## src/rtl/crd_sqrt_pipe.sv

```systemverilog
// ----------------------------------------------------------------------------
// crd_sqrt_pipe
// pipelined integer square root, one root bit per register stage
// ----------------------------------------------------------------------------
`default_nettype none

module crd_sqrt_pipe #(
    parameter int RAD_W = 56
) (
    input  wire logic               clk,
    input  wire logic               en,
    input  wire logic [RAD_W-1:0]   rad,
    output logic      [RAD_W/2-1:0] root
);

    localparam int STEPS = RAD_W / 2;

    logic [RAD_W-1:0] n_w   [STEPS+1];
    logic [RAD_W-1:0] res_w [STEPS+1];
    logic [RAD_W-1:0] n_reg   [STEPS];
    logic [RAD_W-1:0] res_reg [STEPS];

    assign n_w[0]   = rad;
    assign res_w[0] = '0;

    for (genvar k = 0; k < STEPS; k++) begin : g_stage
        logic [RAD_W-1:0] bitv;
        logic [RAD_W-1:0] trial;
        logic [RAD_W-1:0] n_next;
        logic [RAD_W-1:0] res_next;

        always_comb
        begin
            bitv     = RAD_W'(1) << (RAD_W - 2 - 2 * k);
            trial    = res_w[k] + bitv;
            n_next   = n_w[k];
            res_next = res_w[k] >> 1;
            if (n_w[k] >= trial)
            begin
                n_next   = n_w[k] - trial;
                res_next = (res_w[k] >> 1) + bitv;
            end
        end

        always_ff @(posedge clk)
        begin
            if (en)
            begin
                n_reg[k]   <= n_next;
                res_reg[k] <= res_next;
            end
        end

        assign n_w[k+1]   = n_reg[k];
        assign res_w[k+1] = res_reg[k];
    end

    assign root = res_w[STEPS][STEPS-1:0];

endmodule

`default_nettype wire

```

## config.mk

```make
export PLATFORM = sky130hd
export DESIGN_NAME = crd_sqrt_pipe
export DESIGN_NICKNAME = d
export VERILOG_FILES = /design/src/rtl/crd_sqrt_pipe.sv
export SDC_FILE = /design/constraint.sdc
export NUM_CORES = 2
export LEC_CHECK = 0
export BUFFER_PORTS_ARGS = -buffer_cell sky130_fd_sc_hd__buf_2
export CAP_MARGIN = 20
export CORE_UTILIZATION = 60
export CTS_CLUSTER_DIAMETER = 120
export DETAILED_ROUTE_END_ITERATION = 8
export PLACE_DENSITY = 0.77
export SLEW_MARGIN = 30
export SYNTH_ARGS = -nofsm -noshare
export SYNTH_HDL_FRONTEND = slang
export SYNTH_SLANG_ARGS = --single-unit
```

## constraint.sdc

```tcl
create_clock -name clk -period 4.9 [get_ports clk]
set_input_delay 0.245 -clock clk [delete_from_list [all_inputs] [get_ports clk]]
set_output_delay 0.245 -clock clk [all_outputs]
set_load 0.02 [all_outputs]
```

# == Word-level counts from Yosys, hierarchy flattened ==
# Memories as Yosys holds them, arrays and structs flattened.
# Cells that the tools add are included.
# word_totals
inputBits,58
mem_bits_rw,3136
memories,2
wordCells,170
output_inout_bits,28
register_bits,0
# classes
n_lt_le_gt_ge,28
mux,58
add_sub_neg,82
# memory_table
memory,depth,width,read_ports,rd_ports_with_merged_regs,wr,line,text
n_reg,28,56,27,0,28,20,logic [RAD_W-1:0] n_reg [STEPS];
res_reg,28,56,28,0,28,21,logic [RAD_W-1:0] res_reg [STEPS];
# op_table
op,n
56-bit two-way mux,55
56-bit greater-or-equal comparator,27
56-bit subtractor,27
55-bit by 1-bit adder with 56-bit output (second input constant),1
55-bit by 11-bit adder with 56-bit output (second input constant),1
55-bit by 13-bit adder with 56-bit output (second input constant),1
55-bit by 15-bit adder with 56-bit output (second input constant),1
55-bit by 17-bit adder with 56-bit output (second input constant),1
55-bit by 19-bit adder with 56-bit output (second input constant),1
55-bit by 21-bit adder with 56-bit output (second input constant),1
55-bit by 23-bit adder with 56-bit output (second input constant),1
55-bit by 25-bit adder with 56-bit output (second input constant),1
55-bit by 27-bit adder with 56-bit output (second input constant),1
55-bit by 29-bit adder with 56-bit output (second input constant),1
55-bit by 3-bit adder with 56-bit output (second input constant),1
55-bit by 31-bit adder with 56-bit output (second input constant),1
55-bit by 33-bit adder with 56-bit output (second input constant),1
55-bit by 35-bit adder with 56-bit output (second input constant),1
55-bit by 37-bit adder with 56-bit output (second input constant),1
55-bit by 39-bit adder with 56-bit output (second input constant),1
55-bit by 41-bit adder with 56-bit output (second input constant),1
55-bit by 43-bit adder with 56-bit output (second input constant),1
55-bit by 45-bit adder with 56-bit output (second input constant),1
55-bit by 47-bit adder with 56-bit output (second input constant),1
37 further kinds,38

# == Logic depth before layout (Yosys ltp) ==
# An unclocked memory read counts as a cell.
# logic_depth
depth_word,4
mapped_depth,14
mapped_depth_nobuf,12

# == Worst setup path before layout ==
# No wires, ideal clock.
# synth_timing
path_type,register to register
startpoint,memory n_reg[22][10]
endpoint,memory n_reg[23][43] (data pin)
period_less_slack_ns,3.405
setup_slack_ns,1.495
path_buffers,2
arrival_ns,3.147
path_stages_with_launch,12
cell_sequence,edfxtp_1 ha_1 or4b_1 nor3_1 o21ai_1 a211o_1 and2_1 buf_6 or4b_4 buf_6 or4_4 xnor2_2
# synth_rtl
element,line
from (decl),20

==> results.py <==
metrics = {
    "run_status": {
        "outcome": "completed",
    },
    "layout": {
        "layout_common_cells": "edfxtp_1, inv_1, nand2_1",
        "syn2layout_area_growth_pct": 10.8,
        "seq_area_mm2": 0.0576,
        "drive_above_1_share_pct": 6.83,
        "multiInputGateArea_mm2": 0.0313,
        "fill_cells": 10393,
        "final_common_cell": "edfxtp_1",
        "nNetsFinal": 7953,
        "largest_reg_flops": 1512,
    },
    "power": {
        "power.density_mw_per_mm2": 451,
        "p_leak_uw": 0.0380,
        "ir_drop_v": 0.000456,
        "power_uw": 45700,
    },
    "yosys": {
        "synth_cell_types": 94,
        "synth_compound_area_share_pct": 9.28,
        "seq_area_frac_synth_pct": 63.1,
        "synthXorXnorAreaFrac_pct": 6.40,
        "syn_area_mm2": 0.0913,
        "syn_inst": 7188,
        "ys_ff_latch": 1918,
        "synth_top_family_by_area": "simple AND/OR/NAND/NOR gates",
        "muxShareOfSynthArea_pct": 0.705,
        "ys.flop_type": "edfxtp_1",
        "async_reset_ff_share_pct": 0,
        "yosys.area_share.simple_pct": 11.9,
        "synth-edff-count": 1918,
        "synthAdderAreaFrac_pct": 5.92,
        "syn_area_per_cell_um2": 12.7,
        "synthesis.nets": 7678,
        "yosysWarnings": 0,
    },
    "drt": {
        "drc_errors": 0,
        "drt_wl_total_um": 204000,
        "wl_per_cell_um": 21.2,
        "viasPerCell": 6.05,
        "vias": 58290,
        "ant_nets": 0,
        "drt_pass1_iterations": 6,
        "first_iter_violations": 4899,
    },
    "clocking": {
        "htree_levels": 4,
        "cts_hold_buf": 58,
        "clkTransAtPathRegs_ns": 0.07,
        "cts_root_buffer": "clkbuf_16",
        "cts_made_buffers": 191,
        "post_cts_buffers": 0,
        "clkLatencyLatePin_ns": 0.85,
        "clkSinkCount": 1918,
        "clockBufferDepth": 3,
        "cts_repair_resize_count": 0,
        "cts_tree": "done",
    },
    "die": {
        "dieArea_mm2": 0.154,
        "io_pins": 86,
        "core_mm2": 0.150,
        "die_w_um": 392,
        "start_util_pct": 60.7,
        "rows": 142,
        "dieHeight_um": 392,
    },
    "sta": {
        "min_period_ns": 4.37,
        "max_freq_ghz": 0.229,
        "setup_viol_count_final": 0,
        "finalCritPeriodShare_pct": 89.2,
        "tns_ns": 0,
        "max_slew_margin_pct": 26.9,
        "skew_ns": 0.0830,
        "worst_slew_pin_slew_ns": 1.09,
        "rsz0062_at_grt": "no",
        "final_max_slew_viol_count": 0,
        "hold_violations": 0,
    },
    "critical_path": {
        "r2r_slack_ns": 0.53,
        "setup.worst_path.class": "reg -> reg",
        "rr_endpoint": "n_reg[19][50]",
        "cp_max_fo": 45,
        "critical_path.startpoint_type": "register",
        "reg2regPathDepth": 10,
        "worstPathArrival_ns": 4.92,
        "reg2reg_from": "res_reg[1][142]",
        "critPathCaptureType": "register",
        "crit_required_ns": 5.45,
    },
    "min_path": {
        "hp-start": "rad[42]",
        "worstHoldEndpoint": "n_reg[0][42]",
        "min_path_cells": 2,
        "hp-class": "in -> reg",
    },
    "placed_design": {
        "hpwl_um": 146000,
        "port_buffers": 85,
        "gp_congestion": 0.929,
    },
    "grt": {
        "grt_overflow": 0,
        "grt_usage_pct": 26.6,
        "grt_pass1_vias": 57069,
        "grt_pass1_wl_um": 317000,
        "grt_max_degree": 153,
        "grt_antenna_before_repair": 8,
    },
    "flow_run": {
        "cap_viol_max_count": 0,
    },
}
cells in the mapped netlist, types with 30 or more instances:
master | instances | share of area (%)
or3_1 | 78 | 0.53
and2_1 | 30 | 0.21
or2_2 | 30 | 0.21
nor2b_1 | 55 | 0.38
xor2_1 | 359 | 3.4
xnor2_1 | 306 | 2.9
nand2b_1 | 83 | 0.57
mux2_2 | 38 | 0.47
a21oi_1 | 433 | 2.4
edfxtp_1 | 1918 | 63
nor3_1 | 188 | 1.0
nand4_1 | 108 | 0.74
nand2_1 | 498 | 2.0
nor4_1 | 281 | 1.9
o211ai_1 | 32 | 0.26
nand3_1 | 103 | 0.56
o21ai_0 | 331 | 1.8
nor2_1 | 441 | 1.8
o21a_1 | 65 | 0.53
nor4b_1 | 31 | 0.30
ha_1 | 432 | 5.9
a211oi_1 | 37 | 0.30
a21o_1 | 156 | 1.3
o31ai_1 | 34 | 0.28
inv_1 | 515 | 2.1
o21ai_1 | 39 | 0.21
clkbuf_1 | 104 | 0.43
or4_1 | 58 | 0.48
worst max-delay path by stage:
stage,startpoint,to,slack (ns),cells past startpoint
floorplan,n_reg[22][10],n_reg[23][43],1.49,11
global placement,res_reg[1][142],n_reg[19][50],0.54,10
detailed placement,res_reg[1][142],n_reg[19][50],0.41,10
CTS,res_reg[1][142],n_reg[19][50],0.43,10
global route,res_reg[1][142],n_reg[19][50],0.26,10
finish,res_reg[1][142],n_reg[19][50],0.53,10
worst max-delay path, cell delays in order, from the launching register on:
cell	delay, ns
edfxtp_1	0.38
inv_1	0.06
ha_1	0.43
nand4_1	0.18
nor4b_1	0.61
nand3_1	0.25
or3_1	0.54
a31o_2	0.56
nor4b_2	0.75
nand4b_1	0.20
xnor2_1	0.17
power breakdown:
part,switching (uW),leakage (uW),internal (uW)
combinational,5280,0.0166,3720
sequential,1630,0.0184,20800
clock,6320,0.00294,7930
total,13200,0.0380,32400
routing by layer:
layer	up-vias	wire length [um]	track usage (%)	share of wire, %
met5	-	13	0	0.0064
li1	27551	-	-	-
met2	1975	102000	46.1	50
met1	28353	83700	34.2	41
met4	2	6660	9.21	3.3
met3	409	11500	3.65	5.7
cell families after synthesis:
kind of cell,count (synthesis)
buffers and inverters,643
adder cells (fa/ha/maj),432
XOR/XNOR,666
flip-flops,1918
multiplexers,58
AND/OR/NAND/NOR,2108
AO/OA/AOI/OAI,1363
cell type report:
cell class	instances	share of cell area, %
clock inverters	114	1.19
inverters	519	1.93
flip-flops and latches	1918	56.9
well taps	2016	2.49
clock buffers	234	4.88
repair buffers	206	1.62
multi-input cells	4627	30.9
diodes	2	0.00495
stage by stage:
stage	cells	utilization [%]	hold slack [ns]	setup slack [ns]	instance area [um^2]
2_1_floorplan	7188	-	0.344	1.49	91300
3_3_place_gp	9226	62.8	0.426	0.536	94400
3_5_place_dp	9227	62.8	0.429	0.411	94400
4_1_cts	9633	67.3	0.0535	0.433	101000
5_1_grt	9634	67.3	0.0852	0.262	101000
6_report	9636	67.3	0.117	0.529	101000
No activity file was read; power rests on OpenSTA's default activity.
