`src/rtl/crd_div_pipe.sv`:
```
// ----------------------------------------------------------------------------
// crd_div_pipe
// pipelined restoring divider, one quotient bit per register stage
// ----------------------------------------------------------------------------
`default_nettype none

module crd_div_pipe #(
    parameter int NUM_W = 28,
    parameter int DEN_W = 13,
    parameter int QUO_W = 15
) (
    input  wire logic             clk,
    input  wire logic             en,
    input  wire logic [NUM_W-1:0] num,
    input  wire logic [DEN_W-1:0] den,
    output logic      [QUO_W-1:0] quo
);

    localparam int CMP_W = (NUM_W > DEN_W + QUO_W) ? NUM_W : DEN_W + QUO_W;

    logic [NUM_W-1:0] num_w [QUO_W+1];
    logic [DEN_W-1:0] den_w [QUO_W+1];
    logic [QUO_W-1:0] quo_w [QUO_W+1];

    logic [NUM_W-1:0] num_reg [QUO_W];
    logic [DEN_W-1:0] den_reg [QUO_W];
    logic [QUO_W-1:0] quo_reg [QUO_W];

    assign num_w[0] = num;
    assign den_w[0] = den;
    assign quo_w[0] = '0;

    for (genvar k = 0; k < QUO_W; k++) begin : g_stage
        logic [CMP_W-1:0] trial;
        logic [NUM_W-1:0] num_next;
        logic [QUO_W-1:0] quo_next;

        always_comb
        begin
            trial    = CMP_W'(den_w[k]) << (QUO_W - 1 - k);
            num_next = num_w[k];
            quo_next = quo_w[k];
            if (CMP_W'(num_w[k]) >= trial)
            begin
                num_next = num_w[k] - trial[NUM_W-1:0];
                quo_next[QUO_W-1-k] = 1'b1;
            end
        end

        always_ff @(posedge clk)
        begin
            if (en)
            begin
                num_reg[k] <= num_next;
                den_reg[k] <= den_w[k];
                quo_reg[k] <= quo_next;
            end
        end

        assign num_w[k+1] = num_reg[k];
        assign den_w[k+1] = den_reg[k];
        assign quo_w[k+1] = quo_reg[k];
    end

    assign quo = quo_w[QUO_W];

endmodule

`default_nettype wire

```
`config.mk`:
```
export PLATFORM = sky130hd
export DESIGN_NAME = crd_div_pipe
export DESIGN_NICKNAME = d
export VERILOG_FILES = /design/src/rtl/crd_div_pipe.sv
export SDC_FILE = /design/constraint.sdc
export NUM_CORES = 1
export LEC_CHECK = 0
export BUFFER_PORTS_ARGS = -buffer_cell sky130_fd_sc_hd__clkbuf_2
export CAP_MARGIN = 30
export CORE_MARGIN = 2
export CORE_UTILIZATION = 55
export DETAILED_ROUTE_END_ITERATION = 10
export GPL_TIMING_DRIVEN = 1
export HOLD_SLACK_MARGIN = 0.05
export PLACE_DENSITY = 0.68
export SYNTH_ARGS = -nofsm -noshare
export SYNTH_HDL_FRONTEND = slang
export SYNTH_SLANG_ARGS = --single-unit
export TNS_END_PERCENT = 20
```
`constraint.sdc`:
```
create_clock -name clk -period 4.2 [get_ports clk]
set_input_delay 0 -clock clk [delete_from_list [all_inputs] [get_ports clk]]
set_output_delay 0 -clock clk [all_outputs]
set_load 0.02 [all_outputs]
```
# Word-level counts from Yosys, hierarchy flattened
# Memories as Yosys holds them, arrays and structs flattened.
# Index checks and enable logic that the tools add are counted.
# totals
ff_bits	0
latch_bits	0
ramBits	840
mem_bits_ro	0
inputBits	43
output_inout_bits	15
word_cells	65
memories	3
# op_classes
n_addsub	15
multipliers	0
n_div	0
magnitude_cmp	15
n_eq_ne	0
n_shift	0
mux	32
bitwise	0
n_reduce_logical	0
# memory_table
memory	depth	word_bits	rd	rd_ports_with_merged_regs	write_ports	line	text
num_reg	15	28	14	0	15	25	logic [NUM_W-1:0] num_reg [QUO_W];
quo_reg	15	15	15	0	15	27	logic [QUO_W-1:0] quo_reg [QUO_W];
den_reg	15	13	14	0	15	26	logic [DEN_W-1:0] den_reg [QUO_W];
# ops
operator	n
28-bit 2-to-1 mux	15
28-bit by 13-bit greater-or-equal comparator with 1-bit output	1
28-bit by 14-bit greater-or-equal comparator with 1-bit output	1
28-bit by 15-bit greater-or-equal comparator with 1-bit output	1
28-bit by 16-bit greater-or-equal comparator with 1-bit output	1
28-bit by 17-bit greater-or-equal comparator with 1-bit output	1
28-bit by 18-bit greater-or-equal comparator with 1-bit output	1
28-bit by 19-bit greater-or-equal comparator with 1-bit output	1
28-bit by 20-bit greater-or-equal comparator with 1-bit output	1
28-bit by 21-bit greater-or-equal comparator with 1-bit output	1
28-bit by 22-bit greater-or-equal comparator with 1-bit output	1
28-bit by 23-bit greater-or-equal comparator with 1-bit output	1
28-bit by 24-bit greater-or-equal comparator with 1-bit output	1
28-bit by 25-bit greater-or-equal comparator with 1-bit output	1
28-bit by 26-bit greater-or-equal comparator with 1-bit output	1
28-bit by 27-bit greater-or-equal comparator with 1-bit output	1
28-bit by 13-bit subtractor with 28-bit output	1
28-bit by 14-bit subtractor with 28-bit output	1
28-bit by 15-bit subtractor with 28-bit output	1
28-bit by 16-bit subtractor with 28-bit output	1
28-bit by 17-bit subtractor with 28-bit output	1
28-bit by 18-bit subtractor with 28-bit output	1
28-bit by 19-bit subtractor with 28-bit output	1
28-bit by 20-bit subtractor with 28-bit output	1
8 further kinds	24

# Logic depth before layout (Yosys ltp)
# An unclocked memory read counts as a cell.
# depth
word_depth	3
depth_mapped	13
ltp_nobuf	11

# Worst setup path before layout
# Ideal clock, no wire load.
# synth_timing
path_kind	register -> register
startpoint	memory num_reg[3][10] (netlist: num_reg[0][94])
endpoint	memory num_reg[4][19] (netlist: num_reg[0][131]), data pin
t_arrival_ps	2942
path_slack_ps	998
stages_incl_launch_ff	13
n_path_buf	2
synth_period_minus_slack_ps	3202
cell_sequence	edfxtp_1 inv_1 ha_1 inv_1 fa_1 a21o_1 a211o_1 a221oi_4 nor2_2 or4_4 buf_6 buf_8 mux2_4
# synth_rtl
element	line
start, declared	25

==> results by group <==
Synth
  – Register area share after synthesis: 0.601
  – Area contributors post-synth: edfxtp_1 60%, ha_1 7.0%, xnor2_1 3.2%, a21oi_1 2.7%, inv_1 2.6%
  – Top-count cell post-synth: edfxtp_1
  – Post-synth top area share: 0.601
  – Avg Cell Area, Syn: 12.6 um^2
  – Commonest cells in the synthesized netlist: 694 x edfxtp_1, 244 x inv_1, 210 x nor2_1
  – Gate Count Post-Synth: 2761
  – Synthesized Nets: 3013
  – Post-synth ARST share: 0
  – Post-synth EDFFs: 694
  – Top cell type by total area after synthesis: edfxtp_1
  – Yosys warns: 0
  – Seq cells post-synth: 694
  – Mapped cell area: 34700 um^2
  – Yosys cell types: 79
  – Most used DFF post-synth: edfxtp_1

Clock tree
  – TritonCTS Buffers: 74
  – Max Root-Sink Buffers: 3
  – Htree depth: 3
  – Root buffer cell: clkbuf_16
  – CTS tree: yes
  – TritonCTS Sinks: 694
  – Clock slew at reported path FFs: 0.06 ns
  – Post-CTS Resized: 0
  – Worst-Skew Late Latency: 0.64 ns

Worst setup path
  – CP Data Arrival Time: 3.96 ns
  – Crit. End Element: flip-flop
  – Worst Path Required: 4.57 ns
  – Critical path startpoint category: flip-flop
  – Crit-path max FO: 23
  – Reg2Reg Depth: 8
  – Critical path class: reg2reg

Floorplanning
  – Initial Utilization: 0.553
  – Die height: 255 um
  – Die X: 255 um
  – # rows: 92
  – Area of the core: 62700 um^2
  – I/O pin cnt: 58
  – Die Area: 65100 um^2

Power and ir drop
  – Leakage dissipation: 14.9 nW
  – VDD IR-drop max: 0.398 mV
  – Pwr dens: 622 nW/um^2

GRT
  – Vias in the first global route: 21700
  – Largest net degree at the start of global routing: 100
  – GRT overflow: 0
  – Initial antenna violation count: 0
  – Global-route wire length before repair: 115 mm
  – GRT Total Usage: 0.227

Final layout
  – Area Growth Syn to Fin: 12.7%
  – Nets: 3175
  – Finished Layout Cells: 3829
  – Ratio of cells with drive above 1 in the final layout: 0.104
  – Max reg flops: 392
  – Design area: 39100 um^2
  – Fill count: 4739

Routing
  – Pre-antenna DRT Iters: 6
  – Drt wl/cell: 19.2 um
  – Vias per cell: 5.76
  – Post-route antenna net violation count: 0
  – DRT Wirelength: 73.7 mm
  – Initial drt markers: 1559
  – DR DRC count: 0
  – Vias post-DR: 22000

STA
  – RSZ-0062 raised after global routing: no
  – Worst slew pin tran: 0.886 ns
  – F_max: 0.279 GHz
  – Fin crit share: 0.855
  – Fin crit period: 3.59 ns
  – Max_slew headroom: 0.409
  – Max-slew violations: 0
  – Final hold violation count: 0
  – Final setup viols: 0
  – Setup TNS: 0 ns
  – Max Clock Skew: 0.0297 ns

Placed design
  – Post-DP HPWL: 54.5 mm
  – I/O Buffers: 57
  – Dpl cell area: 36200 um^2
  – DP Cell Count: 3650
  – RD Place Congestion: 0.927

Run
  – Max capacitance violation total: 0

Status
  – Outcome: finished, final reports clean

Min path
  – Hold Crit Class: in2reg
  – Hold path depth: 2
[what timing repair did]
| item | CTS | global route |
|---|---|---|
| setup buffers | 0 | 0 |
| hold buffers | 43 | 0 |
| endpoints found under the hold margin | 126 | 0 |
[worst max-delay path: stages, from the launching register on]
cell and delay [ns]:
edfxtp_1 0.39, ha_1 0.38, or4b_1 0.45, nor4_1 0.51
nand4_1 0.14, o311ai_0 0.51, nor2b_1 0.14, inv_2 0.37
mux2_2 0.43
[path summary, 6_finish.rpt]
check / endpoint / from / slack (ns)
max: num_reg[0][98] / num_reg[0][69] / 0.61
min: num_reg[0][0] / num[0] / 0.11
max reg2reg: num_reg[0][98] / num_reg[0][69] / 0.61
min reg2reg: quo_reg[0][29] / quo_reg[0][14] / 0.39
[layout by cell type (no fill, tap or decap), types with 22 or more instances in the layout]
cell type      instances
clkbuf_16             74
buf_4                 23
nor2_1               210
clkbuf_2              56
a21o_1                51
nor4_1                45
mux2_2                69
o21a_1                32
nor2b_1               25
dlygate4sd3_1         43
or3_1                 23
nand3_1               42
a21oi_1              190
edfxtp_1             694
inv_1                244
xnor2_1              128
or4_1                 24
nor3_1                56
nand2b_1              24
nand2_1              132
a211oi_1              22
o21ai_0              106
ha_1                 195
xor2_1                91
nand4_1               28
[power breakdown]
part | leakage (nW) | internal, mW | switching [mW]
Sequential | 6.67 | 9.44 | 0.938
Combinational | 7.01 | 3.30 | 4.07
Clock | 1.22 | 3.80 | 2.79
Total | 14.9 | 16.5 | 7.80
[layer usage]
layer,part of all wire,vias to the layer above,GRT usage
met5,0,-,0
met4,0.030,0,0.0839
met3,0.040,130,0.0300
met2,0.51,497,0.407
met1,0.42,10700,0.282
li1,-,10700,-
[cell type report]
type	instances	area, um^2	area share
clock inverters	53	642	0.0164
diodes	1	2.50	0.0000640
inverters	246	923	0.0236
flip-flops and latches	694	20800	0.533
repair buffers	129	1020	0.0260
well taps	846	1060	0.0271
multi-input cells	1778	12700	0.326
clock buffers	82	1880	0.0481
[metrics by stage]
step	total power, mW	setup slack (ns)	utilization	hold slack, ns
after floorplan	15.7	0.998	-	0.0989
after global placement	17.5	0.725	0.576	0.198
after detailed placement	17.7	0.639	0.576	0.200
after CTS	24.4	0.632	0.623	0.0910
after global routing	25.7	0.376	0.623	0.111
final	24.3	0.609	0.624	0.112
[logic make-up (layout without fill, tap and decap cells)]
| kind of cell | Yosys count | count (layout) | synth area share |
|---|---|---|---|
| and+or+nand+nor | 702 | 702 | 0.102 |
| DFF | 694 | 694 | 0.601 |
| AOI/OAI and AO/OA | 574 | 574 | 0.107 |
| buffers and inverters | 289 | 510 | 0.0320 |
| xor gates and xnor gates | 219 | 219 | 0.0553 |
| adders and majority gates | 209 | 209 | 0.0784 |
| muxes | 74 | 74 | 0.0241 |
| other | 0 | 1 | 0 |
Note: power is estimated with default switching activity, not from simulation.
